<file path="config.mk">
export PLATFORM = sky130hd
export DESIGN_NAME = gamepad_change_event_generator_flat
export DESIGN_NICKNAME = d
export VERILOG_FILES = /design/src/sv/gcev_pkg.sv /design/src/sv/gcev_intf.sv /design/src/sv/gcev_front.sv /design/src/sv/gcev_queue.sv /design/src/sv/gcev_back.sv /design/src/sv/gamepad_change_event_generator.sv /design/src/flat_wrapper.sv
export SDC_FILE = /design/constraint.sdc
export NUM_CORES = 2
export LEC_CHECK = 0
export BUFFER_PORTS_ARGS = -buffer_cell sky130_fd_sc_hd__buf_2
export CORE_AREA = 2 2 293 295
export CTS_CLUSTER_SIZE = 40
export DETAILED_ROUTE_END_ITERATION = 10
export DIE_AREA = 0 0 295 297
export PLACE_DENSITY_LB_ADDON = 0.15
export SYNTH_ARGS = -nofsm -noshare
export SYNTH_HDL_FRONTEND = slang
export SYNTH_SLANG_ARGS = --single-unit
</file>
<file path="constraint.sdc">
create_clock -name clock -period 17.1 [get_ports clock]
set_input_delay 3.42 -clock clock [delete_from_list [all_inputs] [get_ports clock]]
set_output_delay 3.42 -clock clock [all_outputs]
set_load 0.02 [all_outputs]
</file>
<file path="src/sv/gcev_pkg.sv">
`timescale 1ns / 1ps
`default_nettype none

package gcev_pkg;

   localparam int BUTTON_COUNT = 16;

   // event slots in emission order
   localparam int SLOT_COUNT = 33;
   localparam int SLOT_CONN  = 0;
   localparam int SLOT_BTN   = 1;
   localparam int SLOT_TRIG  = 17;
   localparam int SLOT_AXIS  = 21;

   localparam logic [5:0] EV_CONNECT     = 6'd0;
   localparam logic [5:0] EV_DISCONNECT  = 6'd1;
   localparam logic [5:0] EV_BUTTON      = 6'd2;
   localparam logic [5:0] EV_TRIGGER     = 6'd18;
   localparam logic [5:0] EV_TRIG_BUTTON = 6'd20;
   localparam logic [5:0] EV_AXIS        = 6'd22;

   // first direction code of each axis: lx left, ly up, rx left, ry up
   localparam logic [3:0][5:0] DIR_BASE = {6'd30, 6'd32, 6'd26, 6'd28};

   localparam logic [14:0] DEAD_ZONE_RST   = 15'd7864;
   localparam logic [7:0]  TRIG_LEVEL_RST  = 8'd30;
   localparam logic [14:0] STICK_LEVEL_RST = 15'd25000;
   localparam logic [15:0] BTN_MASK_RST    = 16'hFFFF;

   typedef enum logic [1:0] {
      CSR_DEAD_ZONE   = 2'd0,
      CSR_TRIG_LEVEL  = 2'd1,
      CSR_STICK_LEVEL = 2'd2,
      CSR_BTN_MASK    = 2'd3
   } csr_index_type;

   typedef enum logic [1:0] {
      KIND_CHANGE  = 2'd0,
      KIND_PRESS   = 2'd1,
      KIND_RELEASE = 2'd2
   } kind_type;

   // everything the back end needs to play out one request
   typedef struct packed {
      logic [SLOT_COUNT-1:0] pend;
      logic                  conn_up;
      logic [15:0]           buttons;
      logic [1:0]            trig_press;
      logic [7:0]            dir_press;
      logic [1:0][7:0]       trig;
      logic [3:0][15:0]      axis;
   } job_type;

endpackage

`default_nettype wire

</file>
<file path="src/sv/gcev_intf.sv">
`timescale 1ns / 1ps
`default_nettype none

interface gcev_req_if;
   logic        valid;
   logic        ready;
   logic        connected;
   logic        read_ok;
   logic [31:0] packet_number;
   logic [15:0] buttons;
   logic [7:0]  left_trigger;
   logic [7:0]  right_trigger;
   logic signed [15:0] left_x;
   logic signed [15:0] left_y;
   logic signed [15:0] right_x;
   logic signed [15:0] right_y;

   modport source (
      output valid, connected, read_ok, packet_number, buttons, left_trigger,
             right_trigger, left_x, left_y, right_x, right_y,
      input  ready
   );
   modport sink (
      input  valid, connected, read_ok, packet_number, buttons, left_trigger,
             right_trigger, left_x, left_y, right_x, right_y,
      output ready
   );
endinterface

interface gcev_rsp_if;
   logic        valid;
   logic        ready;
   logic [5:0]  event_code;
   logic [1:0]  event_kind;
   logic signed [15:0] event_value;
   logic        last_event;

   modport source (
      output valid, event_code, event_kind, event_value, last_event,
      input  ready
   );
   modport sink (
      input  valid, event_code, event_kind, event_value, last_event,
      output ready
   );
endinterface

`default_nettype wire

</file>
<file path="src/sv/gcev_front.sv">
`timescale 1ns / 1ps
`default_nettype none

module gcev_front
   import gcev_pkg::*;
(
   input  wire logic        clock,
   input  wire logic        reset,
   input  wire logic        csr_wr_en,
   input  wire logic [1:0]  csr_index,
   input  wire logic [15:0] csr_wdata,
   gcev_req_if.sink         req_chan,
   input  wire logic        q_full,
   output logic             q_push,
   output job_type          q_job
);

   logic [14:0] dead_zone_ff, dead_zone_in;
   logic [7:0]  trig_level_ff, trig_level_in;
   logic [14:0] stick_level_ff, stick_level_in;
   logic [15:0] btn_mask_ff, btn_mask_in;

   logic             was_conn_ff, was_conn_in;
   logic [31:0]      last_pkt_ff, last_pkt_in;
   logic [15:0]      last_btn_ff, last_btn_in;
   logic [1:0][7:0]  last_trig_ff, last_trig_in;
   logic [3:0][15:0] last_axis_ff, last_axis_in;

   logic             accept;
   logic             take;
   logic [1:0][7:0]  trig_new;
   logic [3:0][15:0] axis_raw;
   logic [3:0][15:0] axis_new;
   logic [15:0]      btn_chg;
   logic [15:0]      count_mask;
   logic [3:0]       axis_small;
   logic signed [16:0] dz17, st17;
   job_type          job;

   // returns {fire, press} for one direction, axis already mirrored
   function automatic logic [1:0] dir_eval(logic signed [16:0] p, logic signed [16:0] c,
                                           logic signed [16:0] t);
      logic rel;
      logic prs;
      rel = (p >= t) && (c < t);
      prs = (p <= t) && (c > t);
      return {rel | prs, !rel};
   endfunction

   assign req_chan.ready = !q_full;
   assign accept         = req_chan.valid && !q_full;
   assign take           = req_chan.connected && req_chan.read_ok
                           && (req_chan.packet_number != last_pkt_ff);

   assign trig_new = {req_chan.right_trigger, req_chan.left_trigger};
   assign axis_raw = {req_chan.right_y, req_chan.right_x, req_chan.left_y, req_chan.left_x};
   assign dz17     = $signed({2'b00, dead_zone_ff});
   assign st17     = $signed({2'b00, stick_level_ff});

   always_comb begin
      dead_zone_in   = dead_zone_ff;
      trig_level_in  = trig_level_ff;
      stick_level_in = stick_level_ff;
      btn_mask_in    = btn_mask_ff;
      if (csr_wr_en) begin
         case (csr_index_type'(csr_index))
            CSR_DEAD_ZONE:   dead_zone_in   = csr_wdata[14:0];
            CSR_TRIG_LEVEL:  trig_level_in  = csr_wdata[7:0];
            CSR_STICK_LEVEL: stick_level_in = csr_wdata[14:0];
            CSR_BTN_MASK:    btn_mask_in    = csr_wdata;
            default: ;
         endcase
      end
   end

   // dead zone: a stick is zeroed when both axes sit inside it
   always_comb begin
      for (int a = 0; a < 4; a++) begin
         axis_small[a] = ($signed({axis_raw[a][15], axis_raw[a]}) <= dz17)
                         && ($signed({axis_raw[a][15], axis_raw[a]}) >= -dz17);
      end
      for (int s = 0; s < 2; s++) begin
         if (axis_small[2*s] && axis_small[2*s+1]) begin
            axis_new[2*s]   = '0;
            axis_new[2*s+1] = '0;
         end else begin
            axis_new[2*s]   = axis_raw[2*s];
            axis_new[2*s+1] = axis_raw[2*s+1];
         end
      end
   end

   always_comb begin
      for (int i = 0; i < 16; i++) begin
         count_mask[i] = (i < BUTTON_COUNT);
      end
      btn_chg = (last_btn_ff ^ req_chan.buttons) & btn_mask_ff & count_mask;
   end

   always_comb begin
      logic signed [16:0] pv;
      logic signed [16:0] cv;
      logic [1:0]         pos_ev;
      logic [1:0]         neg_ev;
      logic               chg;
      logic               now_p;
      logic               was_p;

      job            = '0;
      job.conn_up    = req_chan.connected;
      job.buttons    = req_chan.buttons;
      job.trig       = trig_new;
      job.axis       = axis_new;
      job.pend[SLOT_CONN] = (req_chan.connected != was_conn_ff);

      for (int i = 0; i < 16; i++) begin
         job.pend[SLOT_BTN+i] = take && btn_chg[i];
      end

      for (int t = 0; t < 2; t++) begin
         chg   = (trig_new[t] != last_trig_ff[t]);
         now_p = (trig_new[t] > trig_level_ff);
         was_p = (last_trig_ff[t] > trig_level_ff);
         job.trig_press[t]        = now_p;
         job.pend[SLOT_TRIG+2*t]   = take && chg;
         job.pend[SLOT_TRIG+2*t+1] = take && chg && (now_p != was_p);
      end

      for (int a = 0; a < 4; a++) begin
         pv     = $signed({last_axis_ff[a][15], last_axis_ff[a]});
         cv     = $signed({axis_new[a][15], axis_new[a]});
         chg    = (axis_new[a] != last_axis_ff[a]);
         pos_ev = dir_eval(pv, cv, st17);
         neg_ev = dir_eval(-pv, -cv, st17);
         job.pend[SLOT_AXIS+3*a] = take && chg;
         // x axes go negative then positive, y axes positive then negative
         if ((a % 2) == 0) begin
            job.pend[SLOT_AXIS+3*a+1] = take && chg && neg_ev[1];
            job.dir_press[2*a]        = neg_ev[0];
            job.pend[SLOT_AXIS+3*a+2] = take && chg && pos_ev[1];
            job.dir_press[2*a+1]      = pos_ev[0];
         end else begin
            job.pend[SLOT_AXIS+3*a+1] = take && chg && pos_ev[1];
            job.dir_press[2*a]        = pos_ev[0];
            job.pend[SLOT_AXIS+3*a+2] = take && chg && neg_ev[1];
            job.dir_press[2*a+1]      = neg_ev[0];
         end
      end
   end

   assign q_job  = job;
   assign q_push = accept && (|job.pend);

   always_comb begin
      was_conn_in  = was_conn_ff;
      last_pkt_in  = last_pkt_ff;
      last_btn_in  = last_btn_ff;
      last_trig_in = last_trig_ff;
      last_axis_in = last_axis_ff;
      if (accept) begin
         was_conn_in = req_chan.connected;
         if (take) begin
            last_pkt_in  = req_chan.packet_number;
            last_btn_in  = req_chan.buttons;
            last_trig_in = trig_new;
            last_axis_in = axis_new;
         end
      end
   end

   always_ff @(posedge clock) begin
      if (reset) begin
         dead_zone_ff   <= DEAD_ZONE_RST;
         trig_level_ff  <= TRIG_LEVEL_RST;
         stick_level_ff <= STICK_LEVEL_RST;
         btn_mask_ff    <= BTN_MASK_RST;
         was_conn_ff    <= 1'b0;
         last_pkt_ff    <= '0;
         last_btn_ff    <= '0;
         last_trig_ff   <= '0;
         last_axis_ff   <= '0;
      end else begin
         dead_zone_ff   <= dead_zone_in;
         trig_level_ff  <= trig_level_in;
         stick_level_ff <= stick_level_in;
         btn_mask_ff    <= btn_mask_in;
         was_conn_ff    <= was_conn_in;
         last_pkt_ff    <= last_pkt_in;
         last_btn_ff    <= last_btn_in;
         last_trig_ff   <= last_trig_in;
         last_axis_ff   <= last_axis_in;
      end
   end

endmodule

`default_nettype wire

</file>
<file path="src/sv/gcev_queue.sv">
`timescale 1ns / 1ps
`default_nettype none

module gcev_queue
   import gcev_pkg::*;
(
   input  wire logic clock,
   input  wire logic reset,
   input  wire logic push,
   input  job_type   push_job,
   input  wire logic pop,
   output logic      full,
   output logic      head_valid,
   output job_type   head_job
);

   job_type    slot_ff [2];
   job_type    slot_in [2];
   logic       wr_ptr_ff, wr_ptr_in;
   logic       rd_ptr_ff, rd_ptr_in;
   logic [1:0] count_ff, count_in;

   assign full       = (count_ff == 2'd2);
   assign head_valid = (count_ff != 2'd0);
   assign head_job   = slot_ff[rd_ptr_ff];

   always_comb begin
      slot_in[0] = slot_ff[0];
      slot_in[1] = slot_ff[1];
      wr_ptr_in  = wr_ptr_ff;
      rd_ptr_in  = rd_ptr_ff;
      count_in   = count_ff;
      if (push) begin
         slot_in[wr_ptr_ff] = push_job;
         wr_ptr_in          = !wr_ptr_ff;
      end
      if (pop) begin
         rd_ptr_in = !rd_ptr_ff;
      end
      case ({push, pop})
         2'b10:   count_in = count_ff + 2'd1;
         2'b01:   count_in = count_ff - 2'd1;
         default: count_in = count_ff;
      endcase
   end

   always_ff @(posedge clock) begin
      slot_ff[0] <= slot_in[0];
      slot_ff[1] <= slot_in[1];
   end

   always_ff @(posedge clock) begin
      if (reset) begin
         wr_ptr_ff <= 1'b0;
         rd_ptr_ff <= 1'b0;
         count_ff  <= 2'd0;
      end else begin
         wr_ptr_ff <= wr_ptr_in;
         rd_ptr_ff <= rd_ptr_in;
         count_ff  <= count_in;
      end
   end

endmodule

`default_nettype wire

</file>
<file path="src/sv/gcev_back.sv">
`timescale 1ns / 1ps
`default_nettype none

module gcev_back
   import gcev_pkg::*;
(
   input  wire logic clock,
   input  wire logic reset,
   input  wire logic head_valid,
   input  job_type   head_job,
   output logic      pop,
   gcev_rsp_if.source rsp_chan
);

   logic            busy_ff, busy_in;
   job_type         job_ff, job_in;
   logic            out_vld_ff, out_vld_in;
   logic [5:0]      code_ff, code_in;
   kind_type        kind_ff, kind_in;
   logic [15:0]     value_ff, value_in;
   logic            last_ff, last_in;

   logic                  advance;
   logic [SLOT_COUNT-1:0] sel;
   logic [SLOT_COUNT-1:0] rest;

   assign advance = busy_ff && (!out_vld_ff || rsp_chan.ready);
   // lowest pending slot goes next
   assign sel     = job_ff.pend & (~job_ff.pend + SLOT_COUNT'(1));
   assign rest    = job_ff.pend & ~sel;

   always_comb begin
      code_in  = EV_CONNECT;
      kind_in  = KIND_CHANGE;
      value_in = '0;
      last_in  = (rest == '0);
      if (sel[SLOT_CONN]) begin
         code_in = job_ff.conn_up ? EV_CONNECT : EV_DISCONNECT;
      end
      for (int i = 0; i < 16; i++) begin
         if (sel[SLOT_BTN+i]) begin
            code_in = EV_BUTTON + 6'(i);
            kind_in = job_ff.buttons[i] ? KIND_PRESS : KIND_RELEASE;
         end
      end
      for (int t = 0; t < 2; t++) begin
         if (sel[SLOT_TRIG+2*t]) begin
            code_in  = EV_TRIGGER + 6'(t);
            value_in = {8'b0, job_ff.trig[t]};
         end
         if (sel[SLOT_TRIG+2*t+1]) begin
            code_in = EV_TRIG_BUTTON + 6'(t);
            kind_in = job_ff.trig_press[t] ? KIND_PRESS : KIND_RELEASE;
         end
      end
      for (int a = 0; a < 4; a++) begin
         if (sel[SLOT_AXIS+3*a]) begin
            code_in  = EV_AXIS + 6'(a);
            value_in = job_ff.axis[a];
         end
         if (sel[SLOT_AXIS+3*a+1]) begin
            code_in = DIR_BASE[a];
            kind_in = job_ff.dir_press[2*a] ? KIND_PRESS : KIND_RELEASE;
         end
         if (sel[SLOT_AXIS+3*a+2]) begin
            code_in = DIR_BASE[a] + 6'd1;
            kind_in = job_ff.dir_press[2*a+1] ? KIND_PRESS : KIND_RELEASE;
         end
      end
   end

   always_comb begin
      busy_in = busy_ff;
      job_in  = job_ff;
      pop     = 1'b0;
      if (!busy_ff || (advance && (rest == '0))) begin
         // pick up the next request as soon as this one runs dry
         busy_in = head_valid;
         job_in  = head_job;
         pop     = head_valid;
      end else if (advance) begin
         job_in.pend = rest;
      end
   end

   always_comb begin
      if (advance) begin
         out_vld_in = 1'b1;
      end else if (rsp_chan.ready) begin
         out_vld_in = 1'b0;
      end else begin
         out_vld_in = out_vld_ff;
      end
   end

   always_ff @(posedge clock) begin
      job_ff <= job_in;
      if (advance) begin
         code_ff  <= code_in;
         kind_ff  <= kind_in;
         value_ff <= value_in;
         last_ff  <= last_in;
      end
   end

   always_ff @(posedge clock) begin
      if (reset) begin
         busy_ff    <= 1'b0;
         out_vld_ff <= 1'b0;
      end else begin
         busy_ff    <= busy_in;
         out_vld_ff <= out_vld_in;
      end
   end

   assign rsp_chan.valid       = out_vld_ff;
   assign rsp_chan.event_code  = code_ff;
   assign rsp_chan.event_kind  = kind_ff;
   assign rsp_chan.event_value = $signed(value_ff);
   assign rsp_chan.last_event  = last_ff;

endmodule

`default_nettype wire

</file>
<file path="src/sv/gamepad_change_event_generator.sv">
// a request's first event passes the queue slot, job register and output register
// throughput: one event per cycle out of the back end while the receiver holds ready;
//   a request causes at most 33 events, and one with no events never enters the queue
// the request side takes one request per cycle until the two-entry queue is full
// reset (synchronous, active high) restores the register defaults and clears the
//   stored snapshot, connection flag, queue and output
`timescale 1ns / 1ps
`default_nettype none

module gamepad_change_event_generator
   import gcev_pkg::*;
(
   input  wire logic        clock,
   input  wire logic        reset,
   input  wire logic        csr_wr_en,
   input  wire logic [1:0]  csr_index,
   input  wire logic [15:0] csr_wdata,
   gcev_req_if.sink         req_chan,
   gcev_rsp_if.source       rsp_chan
);

   logic    q_push;
   logic    q_pop;
   logic    q_full;
   logic    q_head_valid;
   job_type q_push_job;
   job_type q_head_job;

   gcev_front u_front (
      .clock     (clock),
      .reset     (reset),
      .csr_wr_en (csr_wr_en),
      .csr_index (csr_index),
      .csr_wdata (csr_wdata),
      .req_chan  (req_chan),
      .q_full    (q_full),
      .q_push    (q_push),
      .q_job     (q_push_job)
   );

   gcev_queue u_queue (
      .clock      (clock),
      .reset      (reset),
      .push       (q_push),
      .push_job   (q_push_job),
      .pop        (q_pop),
      .full       (q_full),
      .head_valid (q_head_valid),
      .head_job   (q_head_job)
   );

   gcev_back u_back (
      .clock      (clock),
      .reset      (reset),
      .head_valid (q_head_valid),
      .head_job   (q_head_job),
      .pop        (q_pop),
      .rsp_chan   (rsp_chan)
   );

endmodule

`default_nettype wire
</file>
<file path="src/flat_wrapper.sv">
// flat-port wrapper written by rule: the top's interface ports become plain ports
module gamepad_change_event_generator_flat import gcev_pkg::*;
  (clock, reset, csr_wr_en, csr_index, csr_wdata, req_chan_valid, req_chan_connected, req_chan_read_ok, req_chan_packet_number, req_chan_buttons, req_chan_left_trigger, req_chan_right_trigger, req_chan_left_x, req_chan_left_y, req_chan_right_x, req_chan_right_y, req_chan_ready, rsp_chan_valid, rsp_chan_event_code, rsp_chan_event_kind, rsp_chan_event_value, rsp_chan_last_event, rsp_chan_ready);
  gcev_req_if req_chan_i ();
  gcev_rsp_if rsp_chan_i ();
  input  wire logic clock;
  input  wire logic reset;
  input  wire logic csr_wr_en;
  input  wire logic [1:0] csr_index;
  input  wire logic [15:0] csr_wdata;
  input wire logic [$bits(req_chan_i.valid)-1:0] req_chan_valid;
  input wire logic [$bits(req_chan_i.connected)-1:0] req_chan_connected;
  input wire logic [$bits(req_chan_i.read_ok)-1:0] req_chan_read_ok;
  input wire logic [$bits(req_chan_i.packet_number)-1:0] req_chan_packet_number;
  input wire logic [$bits(req_chan_i.buttons)-1:0] req_chan_buttons;
  input wire logic [$bits(req_chan_i.left_trigger)-1:0] req_chan_left_trigger;
  input wire logic [$bits(req_chan_i.right_trigger)-1:0] req_chan_right_trigger;
  input wire logic [$bits(req_chan_i.left_x)-1:0] req_chan_left_x;
  input wire logic [$bits(req_chan_i.left_y)-1:0] req_chan_left_y;
  input wire logic [$bits(req_chan_i.right_x)-1:0] req_chan_right_x;
  input wire logic [$bits(req_chan_i.right_y)-1:0] req_chan_right_y;
  output wire logic [$bits(req_chan_i.ready)-1:0] req_chan_ready;
  output wire logic [$bits(rsp_chan_i.valid)-1:0] rsp_chan_valid;
  output wire logic [$bits(rsp_chan_i.event_code)-1:0] rsp_chan_event_code;
  output wire logic [$bits(rsp_chan_i.event_kind)-1:0] rsp_chan_event_kind;
  output wire logic [$bits(rsp_chan_i.event_value)-1:0] rsp_chan_event_value;
  output wire logic [$bits(rsp_chan_i.last_event)-1:0] rsp_chan_last_event;
  input wire logic [$bits(rsp_chan_i.ready)-1:0] rsp_chan_ready;
  assign req_chan_i.valid = req_chan_valid;
  assign req_chan_i.connected = req_chan_connected;
  assign req_chan_i.read_ok = req_chan_read_ok;
  assign req_chan_i.packet_number = req_chan_packet_number;
  assign req_chan_i.buttons = req_chan_buttons;
  assign req_chan_i.left_trigger = req_chan_left_trigger;
  assign req_chan_i.right_trigger = req_chan_right_trigger;
  assign req_chan_i.left_x = req_chan_left_x;
  assign req_chan_i.left_y = req_chan_left_y;
  assign req_chan_i.right_x = req_chan_right_x;
  assign req_chan_i.right_y = req_chan_right_y;
  assign req_chan_ready = req_chan_i.ready;
  assign rsp_chan_valid = rsp_chan_i.valid;
  assign rsp_chan_event_code = rsp_chan_i.event_code;
  assign rsp_chan_event_kind = rsp_chan_i.event_kind;
  assign rsp_chan_event_value = rsp_chan_i.event_value;
  assign rsp_chan_last_event = rsp_chan_i.last_event;
  assign rsp_chan_i.ready = rsp_chan_ready;
  gamepad_change_event_generator u_core (.clock(clock), .reset(reset), .csr_wr_en(csr_wr_en), .csr_index(csr_index), .csr_wdata(csr_wdata), .req_chan(req_chan_i), .rsp_chan(rsp_chan_i));
endmodule
</file>
# Word level (Yosys, flattened, before mapping)
# Memories as Yosys holds them, arrays and structs flattened. A register that Yosys moved wholly into a read port is not among the register bits.
# Index checks and enable logic that the tools add are counted.
# totals
regBits,354
latchBits,0
ramBits,280
romBits,0
inputBits,153
n_memories,1
# mem_list
memory,words,word_bits,rd,rd_clocked_by_memory_dff,wr,line_no,rtl
u_core.u_queue.slot_ff,2,140,3,1,2,gcev_queue.sv:17,job_type slot_ff [2];
# op_classes
addsub,12
n_mul,0
n_div,0
magnitude_cmp,46
eq_ne,16
shifts,0
muxes,105
bitwise,15
n_reduce_logical,90
# op_table
operator,count
$bwmux 280,1
$mux 280,1
$mux 6,29
$demux 140 s1,1
$mux 140,1
$neg 16->17,8
$le 16x16->1,8
$mux 2,52
$mux 16,5
$ge 16x17->1,4
$ge 17x16->1,4
$gt 17x16->1,4
$le 17x16->1,4
$lt 17x16->1,4
$and 33x33->33,2
$mux 33,2
$not 33->33,2
$ge 16x16->1,4
$gt 16x16->1,4
$lt 16x16->1,4
$mux 32,2
$ne 16x16->1,4
$logic_and 1x1->1,61
$add 33x1->33 const B,1
28 further kinds,72

# Logic depth before layout (Yosys ltp)
# depth
ltp_word,35
mapped_depth,33

# Hierarchy
# A second synthesis with hierarchy kept.
# unflattened
cells_unflattened,3881
hier_area_um2,39324.0
# modules_own_cells
module,n_inst,cells_each,area_per_inst_um2,seq_area_each_um2
gcev_front,1,2846,21191.6,3663.5
gcev_queue,1,458,10716.5,8508.2
gcev_back,1,577,7415.9,4994.8

# Worst setup path before layout
# OpenSTA, ideal clock, no wires.
# synth_path
path_type,in2reg
from,in req_chan_right_x[9]
to,"mem u_core.u_queue.slot_ff[1][0] (netlist bit), enable pin"
setup_time_ns,0.852
arrival_ns,16.104
setup_slack_ns,0.144
path_stages,12
n_path_buf,1
cell_sequence,ha_1 > or3b_2 > a2111oi_0 > nor2_1 > o31ai_1 > a211oi_1 > or4_1 > clkbuf_1 > o2111ai_1 > a21bo_2 > o31ai_1 > a21boi_0
# synth_lines
item,line_no,rtl
start: declaration,flat_wrapper.sv:20,input wire logic [$bits(req_chan_i.right_x)-1:0] req_chan_right_x;
end: declaration,gcev_queue.sv:17,

==> run summary <==
status = finished, final reports clean
Max Slew Vio Count = 0
Post-Syn Instances = 3869
hold buffer count at CTS = 0
WP data arrival = 9.59 ns
Hold Path Stages = 2
Synth Flop Type = edfxtp_1
number of flops mapped to enable cells by yosys = 445
post-DP HPWL = 90100 um
Layout area overhead = 11.2%
Crit. End Element = flop
GRT overflow = 0
Std-Cell Rows = 107
RSZ-0062 raised after global routing = no
CTS tree = yes
Pleak = 17.0 nW
DR WL/cell = 23.7 um
Distinct cells, synth = 85
layout cells sized above 1 = 0.122
crit-path max FO = 38
Die Span X = 295 um
switching pwr = 1.62 mW
Gate power share = 0.248
final worst-path cycle share = 0.536
min Tclk post-route = 9.16 ns
Worst EP required = 17.53 ns
GRT Util Overall = 0.277
maximum vdd drop = 0.0966 mV
Top Usage Layer GRT = met2
final setup fails = 0
Slew HR = 0.258
Max Cap Viol = 0
CTS Buffer Depth = 3
First-pass DRT Iterations = 7
Final Net Count = 4532
Clk pin slew, worst setup/hold paths = 0.06 ns
post-route setup TNS = 0 ns
FF-to-FF Start = u_core.u_front.dead_zone_ff[1]
FF-to-FF End = u_core.u_queue.slot_ff[1][139]
Vias = 30.6k
drt total wl = 123000 um
Mapped Area = 38500 um^2
vias in the first global route = 28.6k
internal power = 3.45 mW
switch share = 0.320
port bufs = 179
hold path endpoint = u_core.u_front.stick_level_ff[9]
Initial Util = 0.456
clk sink count = 635
Reg2Reg Depth = 32
met2 usage = 0.428
Worst setup SP type = input port
R2R Setup Slk = 8.02 ns
post-CTS setup buffers = 0
met1 usage = 0.405
die extent in y = 297 um
Power Total = 5.07 mW
CTS root buffer = clkbuf_16
initial antenna violation count = 7
min-delay src = u_core.u_front.stick_level_ff[9]
Clock power frac = 0.292
largest net degree at the start of global routing = 173
register area share after synthesis = 0.446
FMAX = 109 MHz
Mapped Nets = 4412
first-pass GRT wire length = 183000 um
pwr/cell area = 118 nW/um^2
Skew-Pair Late Insertion Delay = 0.61 ns
kind of critical path = in2reg
via/cell ratio = 5.89
Synth async-reset ratio = 0
Ports = 180
post-CTS sizing = 0
met3 Resource Use GR = 0.0329
Num CTS Buffers = 71
yosys warns = 0
worst min-delay path class = reg2reg
core area = 84500 um^2
drt initial violations = 3160
Residual DRC = 0
post-route ant nets = 0
Seq pwr share = 0.460
FILL cells = 7820
FF+latch count, synth = 635
Routability Congestion = 0.958
skew final = 0.0343 ns
H-tree depth = 3
Fin. Hold Viols = 0
syn_area_per_cell = 9.95 um^2
Die ar. = 87600 um^2
slew at the pin closest to its max-slew limit = 1.11 ns
-- state kept, by name, summed over array words and instances (netlist names), 16 cells and up, named ones only --
signal                              count
u_core.u_front.last_pkt_ff             32
u_core.u_back.rsp_chan.event_value     16
u_core.u_front.btn_mask_ff             16
u_core.u_front.last_btn_ff             16
u_core.u_front.last_axis_ff            64
u_core.u_queue.slot_ff                280
u_core.u_front.last_trig_ff            16
u_core.u_back.job_ff                  140
-- worst max path at each step --
stage / start / endpoint / slack (ns) / cells past startpoint
2_1_floorplan: req_chan_right_x[9] / u_core.u_queue.slot_ff[1][0] / 0.14 / 12
3_3_place_gp: req_chan_right_x[9] / u_core.u_queue.slot_ff[0][139] / 7.50 / 27
3_5_place_dp: req_chan_right_x[9] / u_core.u_queue.slot_ff[1][139] / 7.41 / 27
4_1_cts: req_chan_right_x[9] / u_core.u_queue.slot_ff[1][139] / 8.03 / 27
5_1_grt: req_chan_right_x[9] / u_core.u_queue.slot_ff[1][139] / 7.41 / 27
6_report: req_chan_right_x[9] / u_core.u_queue.slot_ff[1][139] / 7.94 / 27
-- cells by family after synthesis --
family          share of synthesized area
flops                               0.446
compound gates                      0.138
xor+xnor                           0.0428
mux                                0.0447
buf+inv                            0.0328
simple gates                        0.167
fa+ha+maj                           0.129
-- area by class of cell --
cell class | instances | area, um^2 | area share
well taps | 1144 | 1430 | 0.0334
clock buffers | 93 | 1920 | 0.0449
flip-flops and latches | 635 | 17200 | 0.401
diodes | 3 | 7.51 | 0.000175
inverters | 159 | 597 | 0.0139
clock inverters | 33 | 310 | 0.00725
multi-input cells | 2901 | 20100 | 0.470
repair buffers | 221 | 1230 | 0.0287
-- routing by layer --
metal | wire length (um) | up-vias
met5 | 14 | -
met4 | 3730 | 2
met3 | 8090 | 198
met2 | 54800 | 1134
met1 | 56200 | 14700
li1 | - | 14500
-- placed cells by master, fill, tap and decap left out, types with 135 or more instances in the layout --
cell,synthesis,final
o21ai_0,135,135
dfxtp_1,190,189
nand2_1,499,498
buf_2,4,178
nor2_1,269,267
ha_1,390,390
edfxtp_1,445,445
a21oi_1,329,328
mux2_2,136,136
inv_1,159,159
-- stage by stage --
stage	setup WS, ns	cells	cell area [um^2]	hold slack, ns	utilization
5_1_grt	7.41	5188	42800	0.475	0.507
2_1_floorplan	0.144	3869	38500	0.436	-
6_report	7.94	5189	42800	0.454	0.507
3_3_place_gp	7.50	5060	40600	0.443	0.480
3_5_place_dp	7.41	5060	40600	0.448	0.480
4_1_cts	8.03	5186	42800	0.456	0.507
-- worst max-delay path: stages --
cell and delay (ns):
buf_2 0.17, ha_1 0.36, or3b_2 0.45, a2111oi_0 0.53
nor2_1 0.11, o31ai_1 0.26, a211oi_1 0.13, or4_1 0.48
buf_4 0.27, nand2_1 0.19, ha_1 0.50, nor2_1 0.15
a21oi_1 0.15, nor2_1 0.05, a21oi_1 0.15, ha_1 0.26
a21oi_1 0.14, nor2b_1 0.05, o21ai_0 0.15, o211ai_1 0.12
a221o_1 0.36, a21oi_1 0.18, o211ai_1 0.10, a32o_1 0.21
a32o_1 0.23, a21o_1 0.19, a21boi_0 0.21
-- synthesized netlist by cell type, drive strengths merged (18+ instances only) --
master / count / share of area
nand2: 499 / 0.049
edfxtp: 445 / 0.35
ha: 390 / 0.13
a21oi: 329 / 0.043
nor2: 269 / 0.026
dfxtp: 190 / 0.099
clkbuf: 160 / 0.016
inv: 159 / 0.016
mux2: 136 / 0.040
o21ai: 136 / 0.018
xnor2: 95 / 0.022
xor2: 88 / 0.020
a21o: 81 / 0.016
nand4: 79 / 0.013
nor3: 75 / 0.0098
nand3: 73 / 0.0095
nor2b: 55 / 0.0089
nor4: 51 / 0.0088
or3: 38 / 0.0062
and2: 36 / 0.0059
nand3b: 34 / 0.0066
o21a: 33 / 0.0064
nand2b: 28 / 0.0046
or4: 27 / 0.0054
o211ai: 24 / 0.0048
o22ai: 22 / 0.0036
a222oi: 21 / 0.0055
a211o: 19 / 0.0043
mux2i: 19 / 0.0049
o31ai: 18 / 0.0035
-- power groups by stage --
stage          logic (mW)  registers (mW)  clock network [mW]
6_report             1.25            2.33                1.48
5_1_grt              1.39            2.37                1.57
4_1_cts              1.25            2.33                1.51
3_5_place_dp         1.24            2.36                   0
3_3_place_gp         1.24            2.35                   0
2_1_floorplan       0.912            2.28                   0
Note: power is estimated with default switching activity, not from simulation.
